<file path="config.mk">
export PLATFORM = sky130hd
export DESIGN_NAME = pileup_base_counter
export DESIGN_NICKNAME = d
export VERILOG_FILES = /design/src/hdl/pbc_pkg.sv /design/src/hdl/pileup_base_counter.sv /design/src/hdl/pbc_parser.sv /design/src/hdl/pbc_result.sv
export SDC_FILE = /design/constraint.sdc
export NUM_CORES = 1
export LEC_CHECK = 0
export ABC_AREA = 1
export BUFFER_PORTS_ARGS = -buffer_cell sky130_fd_sc_hd__buf_4
export CORE_UTILIZATION = 60
export DETAILED_ROUTE_END_ITERATION = 10
export PLACE_DENSITY = 0.84
export SLEW_MARGIN = 0
export SYNTH_ARGS = -nofsm -noshare
export SYNTH_HDL_FRONTEND = slang
export SYNTH_SLANG_ARGS = --single-unit
</file>
<file path="constraint.sdc">
create_clock -name i_clk -period 12.65 [get_ports i_clk]
set_clock_uncertainty 0.2 [all_clocks]
set_input_delay 3.1625 -clock i_clk [delete_from_list [all_inputs] [get_ports i_clk]]
set_output_delay 3.1625 -clock i_clk [all_outputs]
set_load 0.01 [all_outputs]
</file>
<file path="src/hdl/pbc_pkg.sv">
`timescale 1ns / 1ps
// pbc_pkg: shared types, character codes and the symbol classifier for the
// pileup base counter; depends on nothing

package pbc_pkg;

    localparam int PBC_COUNT_WIDTH = 16;
    localparam int PBC_MAX_INDEL   = 1023;
    localparam int PBC_OUT_WIDTH   = 16;
    localparam int PBC_CFG_WIDTH   = 7;
    localparam int PBC_SYM_WIDTH   = 8;

    // phred offset of ascii qualities
    localparam logic [8:0] PHRED_OFFSET = 9'd33;

    // counter slots
    localparam int NUM_BASE = 6;
    localparam int IDX_A    = 0;
    localparam int IDX_C    = 1;
    localparam int IDX_G    = 2;
    localparam int IDX_T    = 3;
    localparam int IDX_REF  = 4;
    localparam int IDX_STAR = 5;

    localparam logic [7:0] CH_DOLLAR = 8'h24;
    localparam logic [7:0] CH_CARET  = 8'h5E;
    localparam logic [7:0] CH_MINUS  = 8'h2D;
    localparam logic [7:0] CH_PLUS   = 8'h2B;
    localparam logic [7:0] CH_STAR   = 8'h2A;
    localparam logic [7:0] CH_DOT    = 8'h2E;
    localparam logic [7:0] CH_COMMA  = 8'h2C;
    localparam logic [7:0] CH_ZERO   = 8'h30;
    localparam logic [7:0] CH_NINE   = 8'h39;
    localparam logic [7:0] CH_UA     = 8'h41;
    localparam logic [7:0] CH_UC     = 8'h43;
    localparam logic [7:0] CH_UG     = 8'h47;
    localparam logic [7:0] CH_UT     = 8'h54;
    localparam logic [7:0] CH_LA     = 8'h61;
    localparam logic [7:0] CH_LC     = 8'h63;
    localparam logic [7:0] CH_LG     = 8'h67;
    localparam logic [7:0] CH_LT     = 8'h74;

    typedef enum logic [1:0] {
        MODE_NORMAL   = 2'd0,
        MODE_SKIP_ONE = 2'd1,
        MODE_DIGITS   = 2'd2,
        MODE_SKIP_N   = 2'd3
    } t_mode;

    typedef enum logic [3:0] {
        SYM_DOLLAR,
        SYM_CARET,
        SYM_MINUS,
        SYM_PLUS,
        SYM_DIGIT,
        SYM_REF,
        SYM_A,
        SYM_C,
        SYM_G,
        SYM_T,
        SYM_STAR,
        SYM_OTHER
    } t_sym;

    function automatic t_sym classify(input logic [7:0] sym);
        t_sym cls;
        if (sym == CH_DOLLAR)                          cls = SYM_DOLLAR;
        else if (sym == CH_CARET)                      cls = SYM_CARET;
        else if (sym == CH_MINUS)                      cls = SYM_MINUS;
        else if (sym == CH_PLUS)                       cls = SYM_PLUS;
        else if (sym >= CH_ZERO && sym <= CH_NINE)     cls = SYM_DIGIT;
        else if (sym == CH_DOT || sym == CH_COMMA)     cls = SYM_REF;
        else if (sym == CH_UA || sym == CH_LA)         cls = SYM_A;
        else if (sym == CH_UC || sym == CH_LC)         cls = SYM_C;
        else if (sym == CH_UG || sym == CH_LG)         cls = SYM_G;
        else if (sym == CH_UT || sym == CH_LT)         cls = SYM_T;
        else if (sym == CH_STAR)                       cls = SYM_STAR;
        else                                           cls = SYM_OTHER;
        return cls;
    endfunction

endpackage

</file>
<file path="src/hdl/pileup_base_counter.sv">
`timescale 1ns / 1ps
// pileup_base_counter: top level with input register, snapshot and output
// handshakes; depends on pbc_pkg, pbc_parser and pbc_result
//
//  channel | direction | handshake          | payload
//  --------+-----------+--------------------+---------------------------------------
//  input   | in        | i_valid / o_stall  | i_symbol i_quality i_ref_base i_last
//  result  | out       | o_valid / i_stall  | o_count_* o_ins/del_starts o_filtered_coverage
//  config  | in        | i_cfg_we           | i_cfg_wdata (min_base_quality)
//
// one character beat is taken every cycle while o_stall is low; the parser state and
// counters update from the input register as each beat is consumed, so the parse loop
// sets the rate; a last beat raises o_valid once it has passed the snapshot register
// and then the output register (the clamp and reference add sit before it)
// non-last beats keep flowing while a result waits; input stalls only when a last
// beat sits in the input register while the snapshot and output both hold results
// and the receiver stalls
// reset is synchronous, active low; it clears the parser, counters, valid flags
// and min_base_quality; no clearing pass is needed

module pileup_base_counter #(
    parameter int COUNT_WIDTH      = pbc_pkg::PBC_COUNT_WIDTH,
    parameter int MAX_INDEL_LENGTH = pbc_pkg::PBC_MAX_INDEL
) (
    input  logic                               i_clk,
    input  logic                               i_rst_n,
    // configuration
    input  logic                               i_cfg_we,
    input  logic [pbc_pkg::PBC_CFG_WIDTH-1:0]  i_cfg_wdata,
    // input channel
    input  logic                               i_valid,
    output logic                               o_stall,
    input  logic [pbc_pkg::PBC_SYM_WIDTH-1:0]  i_symbol,
    input  logic [pbc_pkg::PBC_SYM_WIDTH-1:0]  i_quality,
    input  logic [pbc_pkg::PBC_SYM_WIDTH-1:0]  i_ref_base,
    input  logic                               i_last,
    // result channel
    output logic                               o_valid,
    input  logic                               i_stall,
    output logic [pbc_pkg::PBC_OUT_WIDTH-1:0]  o_count_a,
    output logic [pbc_pkg::PBC_OUT_WIDTH-1:0]  o_count_c,
    output logic [pbc_pkg::PBC_OUT_WIDTH-1:0]  o_count_g,
    output logic [pbc_pkg::PBC_OUT_WIDTH-1:0]  o_count_t,
    output logic [pbc_pkg::PBC_OUT_WIDTH-1:0]  o_count_ref_match,
    output logic [pbc_pkg::PBC_OUT_WIDTH-1:0]  o_count_star,
    output logic [pbc_pkg::PBC_OUT_WIDTH-1:0]  o_ins_starts,
    output logic [pbc_pkg::PBC_OUT_WIDTH-1:0]  o_del_starts,
    output logic [pbc_pkg::PBC_OUT_WIDTH-1:0]  o_filtered_coverage
);
    import pbc_pkg::*;

    // configuration register
    logic [PBC_CFG_WIDTH-1:0] r_min_qual;

    // input register
    logic                     r_in_valid, n_in_valid;
    logic [PBC_SYM_WIDTH-1:0] r_in_symbol, r_in_quality, r_in_ref_base;
    logic                     r_in_last;

    // snapshot and output flags
    logic r_snap_valid, n_snap_valid;
    logic r_out_valid, n_out_valid;

    logic in_take;   // beat accepted from upstream
    logic in_adv;    // input register consumed by the parser
    logic snap_adv;  // snapshot moves into the output register

    logic [NUM_BASE-1:0][COUNT_WIDTH-1:0] snap_base;
    logic [COUNT_WIDTH-1:0]               snap_ins, snap_del, snap_cov;
    logic [PBC_SYM_WIDTH-1:0]             snap_ref_base;

    assign snap_adv = r_snap_valid && (!r_out_valid || !i_stall);
    // a last beat needs the snapshot slot free or emptying this cycle
    assign in_adv   = r_in_valid && (!r_in_last || !r_snap_valid || snap_adv);
    assign o_stall  = r_in_valid && !in_adv;
    assign in_take  = i_valid && !o_stall;
    assign o_valid  = r_out_valid;

    assign n_in_valid   = in_take || (r_in_valid && !in_adv);
    assign n_snap_valid = (in_adv && r_in_last) || (r_snap_valid && !snap_adv);
    assign n_out_valid  = snap_adv || (r_out_valid && i_stall);

    always_ff @(posedge i_clk) begin
        if (!i_rst_n) begin
            r_min_qual   <= '0;
            r_in_valid   <= 1'b0;
            r_snap_valid <= 1'b0;
            r_out_valid  <= 1'b0;
        end else begin
            if (i_cfg_we) begin
                r_min_qual <= i_cfg_wdata;
            end
            r_in_valid   <= n_in_valid;
            r_snap_valid <= n_snap_valid;
            r_out_valid  <= n_out_valid;
        end
    end

    // payload of the input register, no reset needed
    always_ff @(posedge i_clk) begin
        if (in_take) begin
            r_in_symbol   <= i_symbol;
            r_in_quality  <= i_quality;
            r_in_ref_base <= i_ref_base;
            r_in_last     <= i_last;
        end
    end

    pbc_parser #(
        .COUNT_WIDTH      (COUNT_WIDTH),
        .MAX_INDEL_LENGTH (MAX_INDEL_LENGTH)
    ) u_parser (
        .i_clk           (i_clk),
        .i_rst_n         (i_rst_n),
        .i_consume       (in_adv),
        .i_symbol        (r_in_symbol),
        .i_quality       (r_in_quality),
        .i_ref_base      (r_in_ref_base),
        .i_last          (r_in_last),
        .i_min_qual      (r_min_qual),
        .o_snap_base     (snap_base),
        .o_snap_ins      (snap_ins),
        .o_snap_del      (snap_del),
        .o_snap_cov      (snap_cov),
        .o_snap_ref_base (snap_ref_base)
    );

    pbc_result #(
        .COUNT_WIDTH (COUNT_WIDTH)
    ) u_result (
        .i_clk               (i_clk),
        .i_load              (snap_adv),
        .i_base              (snap_base),
        .i_ins               (snap_ins),
        .i_del               (snap_del),
        .i_cov               (snap_cov),
        .i_ref_base          (snap_ref_base),
        .o_count_a           (o_count_a),
        .o_count_c           (o_count_c),
        .o_count_g           (o_count_g),
        .o_count_t           (o_count_t),
        .o_count_ref_match   (o_count_ref_match),
        .o_count_star        (o_count_star),
        .o_ins_starts        (o_ins_starts),
        .o_del_starts        (o_del_starts),
        .o_filtered_coverage (o_filtered_coverage)
    );

`ifndef SYNTHESIS
    // a last beat never overwrites a snapshot that has not moved on
    a_snap_no_overwrite: assert property (@(posedge i_clk) disable iff (!i_rst_n)
        !(in_adv && r_in_last && r_snap_valid && !snap_adv))
        else $error("snapshot overwritten before transfer");

    // a waiting snapshot stays put
    a_snap_holds: assert property (@(posedge i_clk) disable iff (!i_rst_n)
        (r_snap_valid && !snap_adv) |=> r_snap_valid)
        else $error("snapshot lost while output blocked");

    // a snapshot transfer shows up as a result on the next cycle
    a_snap_to_out: assert property (@(posedge i_clk) disable iff (!i_rst_n)
        snap_adv |=> o_valid)
        else $error("snapshot transfer did not raise o_valid");

    // a stalled input register holds its beat
    a_in_holds: assert property (@(posedge i_clk) disable iff (!i_rst_n)
        o_stall |=> (r_in_valid && $stable(r_in_last) && $stable(r_in_symbol)))
        else $error("stalled input register changed");

    // no result straight out of reset
    a_reset_clears: assert property (@(posedge i_clk)
        !i_rst_n |=> (!o_valid && !r_snap_valid && !r_in_valid))
        else $error("valid flags not cleared by reset");
`endif

endmodule

</file>
<file path="src/hdl/pbc_parser.sv">
`timescale 1ns / 1ps
// pbc_parser: parse state machine, saturating counters and the end-of-string
// snapshot; depends on pbc_pkg

module pbc_parser #(
    parameter int COUNT_WIDTH      = pbc_pkg::PBC_COUNT_WIDTH,
    parameter int MAX_INDEL_LENGTH = pbc_pkg::PBC_MAX_INDEL
) (
    input  logic                                         i_clk,
    input  logic                                         i_rst_n,
    input  logic                                         i_consume,
    input  logic [pbc_pkg::PBC_SYM_WIDTH-1:0]            i_symbol,
    input  logic [pbc_pkg::PBC_SYM_WIDTH-1:0]            i_quality,
    input  logic [pbc_pkg::PBC_SYM_WIDTH-1:0]            i_ref_base,
    input  logic                                         i_last,
    input  logic [pbc_pkg::PBC_CFG_WIDTH-1:0]            i_min_qual,
    output logic [pbc_pkg::NUM_BASE-1:0][COUNT_WIDTH-1:0] o_snap_base,
    output logic [COUNT_WIDTH-1:0]                       o_snap_ins,
    output logic [COUNT_WIDTH-1:0]                       o_snap_del,
    output logic [COUNT_WIDTH-1:0]                       o_snap_cov,
    output logic [pbc_pkg::PBC_SYM_WIDTH-1:0]            o_snap_ref_base
);
    import pbc_pkg::*;

    localparam int LW = $clog2(MAX_INDEL_LENGTH + 1);
    localparam int NW = LW + 4;
    localparam logic [COUNT_WIDTH-1:0] CMAX = '1;

    t_mode                                 r_mode, n_mode;
    logic [LW-1:0]                         r_len, n_len;
    logic [LW-1:0]                         r_rem, n_rem;
    logic [NUM_BASE-1:0][COUNT_WIDTH-1:0]  r_base, n_base;
    logic [COUNT_WIDTH-1:0]                r_ins, n_ins;
    logic [COUNT_WIDTH-1:0]                r_del, n_del;
    logic [COUNT_WIDTH-1:0]                r_cov, n_cov;

    t_sym                 sym_class;
    logic                 qual_ok;
    logic                 normal_act;
    logic [NUM_BASE-1:0]  inc_base;
    logic                 inc_ins, inc_del, inc_cov;
    logic [NW-1:0]        len_acc;
    logic [LW-1:0]        len_sat;
    logic [LW-1:0]        rem_dec;
    logic [LW-1:0]        len_m1;

    assign sym_class = classify(i_symbol);
    assign qual_ok   = {1'b0, i_quality} >= (9'(i_min_qual) + PHRED_OFFSET);

    // len * 10 + digit as shift-add
    assign len_acc = (NW'(r_len) << 3) + (NW'(r_len) << 1) + NW'(i_symbol[3:0]);
    assign len_sat = (len_acc > NW'(MAX_INDEL_LENGTH)) ? LW'(MAX_INDEL_LENGTH)
                                                        : len_acc[LW-1:0];
    assign rem_dec = (r_rem != '0) ? r_rem - 1'b1 : r_rem;
    assign len_m1  = r_len - 1'b1;

    always_comb begin
        n_mode     = r_mode;
        n_len      = r_len;
        n_rem      = r_rem;
        normal_act = 1'b0;
        inc_base   = '0;
        inc_ins    = 1'b0;
        inc_del    = 1'b0;
        inc_cov    = 1'b0;

        unique case (r_mode)
            MODE_SKIP_ONE: begin
                n_mode = MODE_NORMAL;
            end
            MODE_SKIP_N: begin
                n_rem = rem_dec;
                if (rem_dec == '0) begin
                    n_mode = MODE_NORMAL;
                end
            end
            MODE_DIGITS: begin
                if (sym_class == SYM_DIGIT) begin
                    n_len = len_sat;
                end else if (r_len == '0) begin
                    n_mode     = MODE_NORMAL;
                    normal_act = 1'b1;
                end else begin
                    // this beat is the first skipped indel base
                    n_rem  = len_m1;
                    n_len  = '0;
                    n_mode = (len_m1 != '0) ? MODE_SKIP_N : MODE_NORMAL;
                end
            end
            MODE_NORMAL: begin
                normal_act = 1'b1;
            end
        endcase

        if (normal_act) begin
            case (sym_class)
                SYM_DOLLAR: begin
                end
                SYM_CARET: begin
                    n_mode = MODE_SKIP_ONE;
                end
                SYM_MINUS: begin
                    inc_del = 1'b1;
                    n_len   = '0;
                    n_mode  = MODE_DIGITS;
                end
                SYM_PLUS: begin
                    inc_ins = 1'b1;
                    n_len   = '0;
                    n_mode  = MODE_DIGITS;
                end
                default: begin
                    if (qual_ok) begin
                        inc_cov = 1'b1;
                        case (sym_class)
                            SYM_REF:  inc_base[IDX_REF]  = 1'b1;
                            SYM_A:    inc_base[IDX_A]    = 1'b1;
                            SYM_C:    inc_base[IDX_C]    = 1'b1;
                            SYM_G:    inc_base[IDX_G]    = 1'b1;
                            SYM_T:    inc_base[IDX_T]    = 1'b1;
                            SYM_STAR: inc_base[IDX_STAR] = 1'b1;
                            default:  ;
                        endcase
                    end
                end
            endcase
        end
    end

    // saturating increments
    always_comb begin
        for (int k = 0; k < NUM_BASE; k++) begin
            n_base[k] = (inc_base[k] && r_base[k] != CMAX) ? r_base[k] + 1'b1 : r_base[k];
        end
        n_ins = (inc_ins && r_ins != CMAX) ? r_ins + 1'b1 : r_ins;
        n_del = (inc_del && r_del != CMAX) ? r_del + 1'b1 : r_del;
        n_cov = (inc_cov && r_cov != CMAX) ? r_cov + 1'b1 : r_cov;
    end

    always_ff @(posedge i_clk) begin
        if (!i_rst_n) begin
            r_mode <= MODE_NORMAL;
            r_len  <= '0;
            r_rem  <= '0;
            r_base <= '0;
            r_ins  <= '0;
            r_del  <= '0;
            r_cov  <= '0;
        end else if (i_consume) begin
            if (i_last) begin
                // string finished: parser and counters start afresh
                r_mode <= MODE_NORMAL;
                r_len  <= '0;
                r_rem  <= '0;
                r_base <= '0;
                r_ins  <= '0;
                r_del  <= '0;
                r_cov  <= '0;
            end else begin
                r_mode <= n_mode;
                r_len  <= n_len;
                r_rem  <= n_rem;
                r_base <= n_base;
                r_ins  <= n_ins;
                r_del  <= n_del;
                r_cov  <= n_cov;
            end
        end
    end

    always_ff @(posedge i_clk) begin
        if (i_consume && i_last) begin
            o_snap_base     <= n_base;
            o_snap_ins      <= n_ins;
            o_snap_del      <= n_del;
            o_snap_cov      <= n_cov;
            o_snap_ref_base <= i_ref_base;
        end
    end

endmodule

</file>
<file path="src/hdl/pbc_result.sv">
`timescale 1ns / 1ps
// pbc_result: folds reference matches into the reference base count and
// clamps every field into the output register; depends on pbc_pkg

module pbc_result #(
    parameter int COUNT_WIDTH = pbc_pkg::PBC_COUNT_WIDTH
) (
    input  logic                                          i_clk,
    input  logic                                          i_load,
    input  logic [pbc_pkg::NUM_BASE-1:0][COUNT_WIDTH-1:0] i_base,
    input  logic [COUNT_WIDTH-1:0]                        i_ins,
    input  logic [COUNT_WIDTH-1:0]                        i_del,
    input  logic [COUNT_WIDTH-1:0]                        i_cov,
    input  logic [pbc_pkg::PBC_SYM_WIDTH-1:0]             i_ref_base,
    output logic [pbc_pkg::PBC_OUT_WIDTH-1:0]             o_count_a,
    output logic [pbc_pkg::PBC_OUT_WIDTH-1:0]             o_count_c,
    output logic [pbc_pkg::PBC_OUT_WIDTH-1:0]             o_count_g,
    output logic [pbc_pkg::PBC_OUT_WIDTH-1:0]             o_count_t,
    output logic [pbc_pkg::PBC_OUT_WIDTH-1:0]             o_count_ref_match,
    output logic [pbc_pkg::PBC_OUT_WIDTH-1:0]             o_count_star,
    output logic [pbc_pkg::PBC_OUT_WIDTH-1:0]             o_ins_starts,
    output logic [pbc_pkg::PBC_OUT_WIDTH-1:0]             o_del_starts,
    output logic [pbc_pkg::PBC_OUT_WIDTH-1:0]             o_filtered_coverage
);
    import pbc_pkg::*;

    // wide enough for a count plus the matches and for the clamp limit
    localparam int SW = (COUNT_WIDTH + 1 > PBC_OUT_WIDTH + 1) ? COUNT_WIDTH + 1
                                                              : PBC_OUT_WIDTH + 1;
    localparam logic [SW-1:0] OUT_MAX = SW'({PBC_OUT_WIDTH{1'b1}});

    function automatic logic [PBC_OUT_WIDTH-1:0] clamp(input logic [SW-1:0] v);
        return (v > OUT_MAX) ? OUT_MAX[PBC_OUT_WIDTH-1:0] : v[PBC_OUT_WIDTH-1:0];
    endfunction

    logic [SW-1:0] ref_ext;
    logic [SW-1:0] sum_a, sum_c, sum_g, sum_t;

    assign ref_ext = SW'(i_base[IDX_REF]);
    assign sum_a = SW'(i_base[IDX_A]) + ((i_ref_base == CH_UA) ? ref_ext : '0);
    assign sum_c = SW'(i_base[IDX_C]) + ((i_ref_base == CH_UC) ? ref_ext : '0);
    assign sum_g = SW'(i_base[IDX_G]) + ((i_ref_base == CH_UG) ? ref_ext : '0);
    assign sum_t = SW'(i_base[IDX_T]) + ((i_ref_base == CH_UT) ? ref_ext : '0);

    always_ff @(posedge i_clk) begin
        if (i_load) begin
            o_count_a           <= clamp(sum_a);
            o_count_c           <= clamp(sum_c);
            o_count_g           <= clamp(sum_g);
            o_count_t           <= clamp(sum_t);
            o_count_ref_match   <= clamp(ref_ext);
            o_count_star        <= clamp(SW'(i_base[IDX_STAR]));
            o_ins_starts        <= clamp(SW'(i_ins));
            o_del_starts        <= clamp(SW'(i_del));
            o_filtered_coverage <= clamp(SW'(i_cov));
        end
    end

endmodule

</file>
Yosys cells after proc, flatten, opt, wreduce, memory -nomap -nowiden
Index checks and enable logic that the tools add are counted.

storage, ports and cells
  register bits = 497
  input bits = 37
  output and inout port bits = 146

cells by class
  $add $sub $neg = 18
  $lt $le $gt $ge = 9
  eq/ne operators = 43
  multiplexer cells = 67
  reductions and logical operators = 45

operator list
  operator                 count
  $mux W16                 16
  $add A16 B1 Y16 const B  9
  $ne A16 B16 Y1 const B   9
  $mux W10                 11
  $eq A8 B7 Y1 const B     13
  $mux W96                 1
  $add A16 B17 Y17         4
  $gt A17 B16 Y1 const B   4
  $eq A8 B6 Y1 const B     6
  $mux W4                  10
  $logic_not A10 Y1        2
  $pmux W10 S2             1
  $reduce_bool A10 Y1      2
  $sub A10 B1 Y10 const B  2
  $mux W6                  3
  $logic_and A1 B1 Y1      17
  $eq A4 B3 Y1 const B     4
  $gt A16 B16 Y1 const B   1
  $mux W1                  16
  $add A13 B11 Y14         1
  $add A14 B4 Y14          1
  $gt A14 B10 Y1 const B   1
  $eq A4 B4 Y1 const B     3
  $mux W2                  6
  other kinds (20)         39

Logic depth before layout (Yosys ltp)
Gate-level depths: netlist of the first run.

  word-level depth = 20
  gate-level depth with buffers = 23

By module
Synthesis of the first run repeated with hierarchy kept, for this count alone.

unflattened totals
  cells, all modules = 3,380
  area, all modules = 27,935.5 um2

modules (own cells, without submodules)
  module               instances  cells each  area each (um2)  sequential area each (um2)
  pbc_parser           1          2,234       17,636.9         7,887.6
  pbc_result           1          1,074       9,173.8          4,324.1
  pileup_base_counter  1          72          1,124.8          950.9

Worst setup path before layout of the first run
OpenSTA, ideal clock, no wires.

  path kind = input to register
  start point = input port i_stall
  end point = register u_result.o_count_a[0] (netlist name), enable pin
  arrival = 9.934 ns
  required time = 11.755 ns
  slack = 1.821 ns
  cell stages on the path = 1
  path buffers = 0
  cell sequence = a21oi_1

on the way
  cells in the longest elaborated chain, start to end = 3

RTL lines
  element               RTL line                   RTL
  start, declared       pileup_base_counter.sv:39  input logic i_stall,
  $logic_not A1 Y1      pileup_base_counter.sv:72  assign snap_adv = r_snap_valid && (!r_out_valid || !i_stall);
  $logic_or A1 B1 Y1    pileup_base_counter.sv:72
  $logic_and A1 B1 Y1   pileup_base_counter.sv:72
  end signal, assigned  pbc_result.sv:47           o_count_a <= clamp(sum_a);
  end, declared         pbc_result.sv:15           output logic [pbc_pkg::PBC_OUT_WIDTH-1:0] o_count_a,

No other way between the ends.
A chain may end at the register's enable or synchronous reset.

Final worst setup path of the first run
  start point = input port i_stall
  end point = output port o_stall

on the way
  cells in the longest elaborated chain, start to end = 7

RTL lines
  element              RTL line                   RTL
  $logic_not A1 Y1     pileup_base_counter.sv:72
  $logic_or A1 B1 Y1   pileup_base_counter.sv:72
  $logic_and A1 B1 Y1  pileup_base_counter.sv:72
  $logic_or A1 B1 Y1   pileup_base_counter.sv:74  assign in_adv = r_in_valid && (!r_in_last || !r_snap_valid || snap_adv);
  $logic_and A1 B1 Y1  pileup_base_counter.sv:74
  $logic_not A1 Y1     pileup_base_counter.sv:75  assign o_stall = r_in_valid && !in_adv;
  $logic_and A1 B1 Y1  pileup_base_counter.sv:75
  end, declared        pileup_base_counter.sv:32  output logic o_stall,

No other way between the ends.

==> metrics.txt, run 1 <==
WHS 0.218 ns; worst vdd ir 0.136 mV; Synth-to-Final Area Change 13.3%; crit path kind input pin to primary output; layout cell share with drive strength beyond 1 between 10% and 20%; initial antenna violation count 1; Rel. slew slack 16.1%; total CTS buffers 51; Post-synth top cells 845 x nand2_1, 321 x edfxtp_1, 258 x a21oi_1; largest cells by area after synthesis edfxtp_1 37%, dfxtp_1 14%, nand2_1 12%; Pwr per Cell Area between 100 and 150 nW/um^2; Post-synth EDFFs 321; via count 20.8k; post-synthesis async set-or-reset flop share 0%; Rows 75; biggest regs u_parser.o_snap_base (96), u_parser.r_base (96); CP arrival 3.81 ns; DR pass1 iterations 6; Routed WL 58.7 mm; Residual DRC 0; RSZ-0062 raised after global routing false; Die W around 210 um; Pleak 0.0111 uW; DP Area 27500 sq um; met1 wire length 24.4 mm; CP endpoint o_stall; highest net fanout along the worst path 3; Post-CTS Hold Fix Bufs 0; Crit path top cell by count buf_4; largest net degree at the start of global routing 89; cts repair resizes 0; worst r2r src u_parser.o_snap_ref_base[7]; Layout Cells excl Fill 3647; crit path cell chain buf_4 > nand3_1 > nor2_1 > nand2_1 > inv_1 > buf_4; min cycle time layout 7.18 ns; Fin. Hold Viols 0; CTS tree done; H-tree levels 2; run status finished clean; CTS clock-pin slew for the worst setup and hold paths 0.06 ns; Layout Nets between 3k and 4k; CTS Buffer Depth 3; Synth top area share 37.3%; Max Slew Vio Count 0; DR WL met2 28.0 mm; Worst Reg-to-Reg Cells 18; total core area 42200 sq um; maxcap violations 0; Largest stage delay, worst path 0.15 ns; Initial Util 61.2%; Critical-path top delay cell nor2_1; post-synthesis cell type count 45; count of final setup violators 0; Max Used Layer met5; R2R Path End u_result.o_count_t[0]; Synth Flop Type edfxtp_1; Yosys reg bits 497; Die Area 43900 sq um; CP startpoint i_stall; final instance area between 20000 and 30000 sq um; Hold WC Path Type register to register; drt wl/cell 16.1 um; vias in the first global route 19.8k; Mapped Area 25900 sq um; Tcrit/Tclk final 56.7%; I/O pin count 183; Syn Nets between 3k and 4k; transition time of the tightest slew-check pin 1.26 ns; total power 3470 uW; Die H 210 um; Final ANT Viol Nets 0; global-route wire length before repair approximately 96 mm; WP data required 9.29 ns; RePlAce Congestion between 0.9 and 1; met3 WL post-DR 4.10 mm; reg-to-reg setup timing slack a little under 8 ns; diode count 0; hpwl dp about 40 mm; mean post-synth cell area 8.85 sq um; # Post-CTS Setup Buffers 0; Vias/cell 5.71; nature of the critical path endpoint primary output; clk root buf clkbuf_16; GRT overflow 0; worst skew pair latency ~0.6 ns; most numerous cell in the Yosys netlist nand2_1; IO Port Bufs between 150 and 200; Synth Warn # 0; setup_tns 0 ns; Worst setup SP type input pin; Cells after Synth 2921; Cells after DPL 3551; Max Freq 139 MHz; area leader, netlist edfxtp_1; # clock sinks 497; GR Util All Layers 26.8%; DR iter-0 viols 2064; register area share after synthesis 50.9%
==> per-stage QoR <==
stage               util (%)  setup slack (ns)
detailed placement      65.2              5.48
global placement        65.2              5.47
finish                  69.3              5.47
CTS                     69.3              5.47
global route            69.3              5.36
floorplan                  -              1.82
==> layout make-up <==
type,instances,area [sq um]
sequential,497,13200
multi-input combinational,2105,11400
clock inverter,24,308
timing repair buffer,192,1440
tap,539,674
clock buffer,72,1430
fill,3142,12900
inverter,218,828
==> metal layers <==
| metal | GRT usage, % | vias up |
|---|---|---|
| met3 | 4.17 | 155 |
| met4 | 10.5 | 2 |
| met5 | 0 | - |
| met1 | 34.7 | 9731 |
| li1 | - | 10100 |
| met2 | 45.2 | 814 |
==> where the power goes <==
group | switching, uW | internal (uW) | total (uW)
registers | 18.3 | 1750 | 1770
clock network | 640 | 898 | 1540
logic | 110 | 48.2 | 158
==> worst max-delay path, delay by kind of cell <==
family | cells | cell delay (ns)
AND/OR/NAND/NOR | 3 | 0.34
buffers and inverters | 3 | 0.32
==> placed cells by master, fill, tap and decap left out, types with 5 or more instances in the layout <==
master / instances
a211oi_1: 11
a21o_1: 13
a21oi_1: 257
and3_1: 5
buf_4: 192
bufinv_16: 5
clkbuf_1: 15
clkbuf_16: 52
clkbuf_8: 5
clkinv_2: 6
dfxtp_1: 176
edfxtp_1: 321
fa_1: 6
ha_1: 104
inv_1: 211
nand2_1: 845
nand3_1: 146
nand3b_1: 9
nand4_1: 42
nor2_1: 208
nor2_2: 5
nor3_1: 57
nor4_1: 10
o2111ai_1: 6
o21ai_0: 63
o21ai_1: 8
o21ai_2: 88
xnor2_1: 57
xor2_1: 128
==> cells by family after synthesis <==
logic type / count (synthesis) / synth area share, %
xor gates and xnor gates: 189 / 6.52
DFF: 497 / 50.9
adders and majority gates: 110 / 5.50
AOI/OAI and AO/OA: 458 / 10.6
buffers and inverters: 319 / 4.90
and+or+nand+nor: 1348 / 21.6
==> how the worst min path moves through the flow <==
stage	startpoint	to	slack, ns	cells after the start
after floorplan	r_in_ref_base[0]	u_parser.o_snap_ref_base[0]	0.20	0
after global placement	u_parser.o_snap_cov[2]	u_result.o_filtered_coverage[2]	0.20	0
after detailed placement	u_parser.o_snap_cov[9]	u_result.o_filtered_coverage[9]	0.20	0
after CTS	u_parser.o_snap_cov[14]	u_result.o_filtered_coverage[14]	0.22	0
after global routing	u_parser.o_snap_cov[14]	u_result.o_filtered_coverage[14]	0.21	0
final	u_parser.o_snap_cov[1]	u_result.o_filtered_coverage[1]	0.22	0
Power figures use the tool's default switching activity.
==> run 2: changes to the inputs <==
--- a/config.mk
+++ b/config.mk
@@ -5,7 +5,7 @@
 export SDC_FILE = /design/constraint.sdc
 export NUM_CORES = 1
 export LEC_CHECK = 0
-export ABC_AREA = 1
+export ABC_AREA = 0
 export BUFFER_PORTS_ARGS = -buffer_cell sky130_fd_sc_hd__buf_4
 export CORE_UTILIZATION = 60
 export DETAILED_ROUTE_END_ITERATION = 10
==> constraint.sdc (replaced) <==
create_clock -name i_clk -period 6.65 [get_ports i_clk]
set_clock_uncertainty 0.2 [all_clocks]
set_input_delay 1.6625 -clock i_clk [delete_from_list [all_inputs] [get_ports i_clk]]
set_output_delay 1.6625 -clock i_clk [all_outputs]
set_load 0.01 [all_outputs]
==> run 2 against run 1 <==
Effect of this change: the flow now finishes with violations (DRC); setup slack worse by 4.3 ns; critical path type is now register to register; cell count is 15% lower; sequential share of layout area is 1.2 points higher; sequential power is 89% higher; critical path depth is 10 higher; clock power is 84% higher; largest cell class unchanged.
==> metrics.txt, run 2 <==
run status finished with violations; failing checks DRC; Post-Synth XOR/XNOR Area 6.60%; via count 19.2k; Hold WC Path Type register to register; RePlAce Congestion around 0.88; total CTS buffers 50; initial antenna violation count 1; Rows 74; Vias/cell 6.23; Post-synth top cells 321 x edfxtp_1, 267 x nand2_1, 176 x dfxtp_1; maxcap violations 0; Synth Warn # 0; DR pass1 iterations 9; total core area 41000 sq um; mux share of post-synthesis cell area 1.03%; worst vdd ir 0.177 mV; Die Area roughly 43000 sq um; Rel. slew slack 25.1%; WP data required 6.87 ns; # Post-CTS Setup Buffers 0; fill count 2924; Post-synth EDFFs 321; Worst Reg-to-Reg Cells 16; GRT overflow 0; highest net fanout along the worst path 16; IO Port Bufs 182; Syn Nets 2524; Mapped Area 25100 sq um; Pleak 0.0116 uW; worst skew pair latency 0.60 ns; Die H 206 um; most common cell after layout, fill and taps aside edfxtp_1; H-tree levels 2; Initial Util 61.1%; Residual DRC 24; Post-CTS Hold Fix Bufs 0; most frequent cells in the layout 321 x edfxtp_1, 265 x nand2_1, 196 x buf_4; setup_tns 0 ns; mean post-synth cell area approximately 11 sq um; largest family of logic cells by synthesized area simple AND/OR/NAND/NOR gates; Adder-Cell Fraction of Synth Area under 10%; Fin. Hold Viols 0; Worst setup SP type register; post-synthesis async set-or-reset flop share 0%; Final ANT Viol Nets 0; clk root buf clkbuf_16; transition time of the tightest slew-check pin 1.12 ns; Layout Nets 2655; area occupied by multi-input gates about 11000 sq um; Post-Synth Simple-Gate Area about 17%; min cycle time layout 5.43 ns; Seq. cell area 13200 sq um; # clock sinks 497; drt wl/cell approximately 19 um; register area share after synthesis 52.5%; GR Util All Layers between 20% and 30%; CTS Buffer Depth 3; cts repair resizes 0; Routed WL 59.2 mm; largest net degree at the start of global routing approximately 120; Cells after Synth between 2k and 2.5k; vias in the first global route 18.4k; post-synthesis cell type count 94; Synth top area share roughly two fifths; nature of the critical path endpoint register; I/O pin count 183; most numerous cell in the Yosys netlist edfxtp_1; CTS clock-pin slew for the worst setup and hold paths 0.06 ns; area leader, netlist edfxtp_1; Max Slew Vio Count 0; DR iter-0 viols about 1.9k; Max Freq around 180 MHz; Synth Flop Type edfxtp_1; largest cells by area after synthesis edfxtp_1 38%, dfxtp_1 14%, ha_1 5.2%; RSZ-0062 raised after global routing false; Yosys reg bits 497; compound-gate portion of the synthesized area 14.2%; Die W 206 um; crit path kind register to register; biggest regs u_parser.o_snap_base (96), u_parser.r_base (96); layout cell share with drive strength beyond 1 13.1%; Synth-to-Final Area Change 13.6%; hold depth 0; CTS tree done; Tcrit/Tclk final 81.7%; count of final setup violators 0; post-route core utilization 69.5%; CP arrival about 5.7 ns; Pwr per Cell Area around 230 nW/um^2; global-route wire length before repair about 94 mm; hpwl dp 40.0 mm
-- run 2: cell count changes in the layout (fill, tap and decap cells not counted), sizes merged, moves of 46 or more --
| cell | change |
|---|---|
| o31ai | +46 |
| xor2 | -58 |
| nand2 | -582 |
| a31oi | +83 |
| nand3 | -62 |
| inv | -156 |
| xnor2 | +57 |
| nor2 | -103 |
| and2 | +69 |
| a21oi | -163 |
-- run 2: worst paths after layout --
path / from / endpoint / slack [ns]
max: u_parser.o_snap_ref_base[3] / u_result.o_count_c[15] / 1.22
min: u_parser.o_snap_base[93] / u_result.o_count_star[13] / 0.21
max reg2reg: u_parser.o_snap_ref_base[3] / u_result.o_count_c[15] / 1.22
min reg2reg: u_parser.o_snap_base[93] / u_result.o_count_star[13] / 0.21
-- run 2: per-stage QoR --
| stage | instances | setup WS [ns] | power [uW] | hold WS (ns) | area, sq um |
|---|---|---|---|---|---|
| 6_report | 3082 | 1.22 | 6420 | 0.214 | 28500 |
| 5_1_grt | 3081 | 0.785 | 6600 | 0.218 | 28500 |
| 4_1_cts | 3081 | 1.22 | 6460 | 0.214 | 28500 |
| 3_5_place_dp | 2988 | 1.32 | 3650 | 0.205 | 26800 |
| 3_3_place_gp | 2988 | 1.60 | 3640 | 0.204 | 26800 |
| 2_1_floorplan | 2377 | 0.174 | 3560 | 0.200 | 25100 |
-- run 2: power breakdown --
group          leakage [uW]  internal [uW]  switching (uW)
registers           0.00484           3300            32.9
logic               0.00598           75.8             175
clock network      0.000797           1640            1200
total                0.0116           5020            1400
-- run 2: worst max-delay path: stages (launching register included) --
cell      delay (ns)
edfxtp_1        0.37
or4b_2          0.73
nor3b_1         0.56
nand2_1         0.11
nor2_1          0.53
and2_1          0.22
ha_1            0.17
inv_1           0.06
fa_1            0.40
nand2b_1        0.18
a21oi_1         0.28
o2111a_1        0.27
o221ai_1        0.17
o21ai_0         0.42
nor3_1          0.15
mux2_2          0.29
o21ai_0         0.17
-- run 2: cells by family (layout without fill, tap and decap cells) --
family	count (synthesis)	after routing
xor+xnor	188	188
other cells	0	1
fa+ha+maj	111	111
mux	24	24
buf+inv	178	350
compound gates	553	553
simple gates	826	826
flops	497	497
-- run 2: final cells by class --
class | count | area share [%]
Inverter | 59 | 0.777
Clock buffer | 67 | 4.90
Clock inverter | 26 | 0.918
Sequential cell | 497 | 46.2
Multi-Input combinational cell | 1702 | 39.6
Tap cell | 532 | 2.34
Antenna cell | 1 | 0.00878
Timing Repair Buffer | 198 | 5.30
-- run 2: metal layers --
layer | track usage, % | up-vias | share of wire, %
li1 | - | 9060 | -
met1 | 34.1 | 9264 | 40
met2 | 48.8 | 734 | 50
met3 | 4.57 | 132 | 6.4
met4 | 12.2 | 2 | 3.6
met5 | 0 | - | 0.022
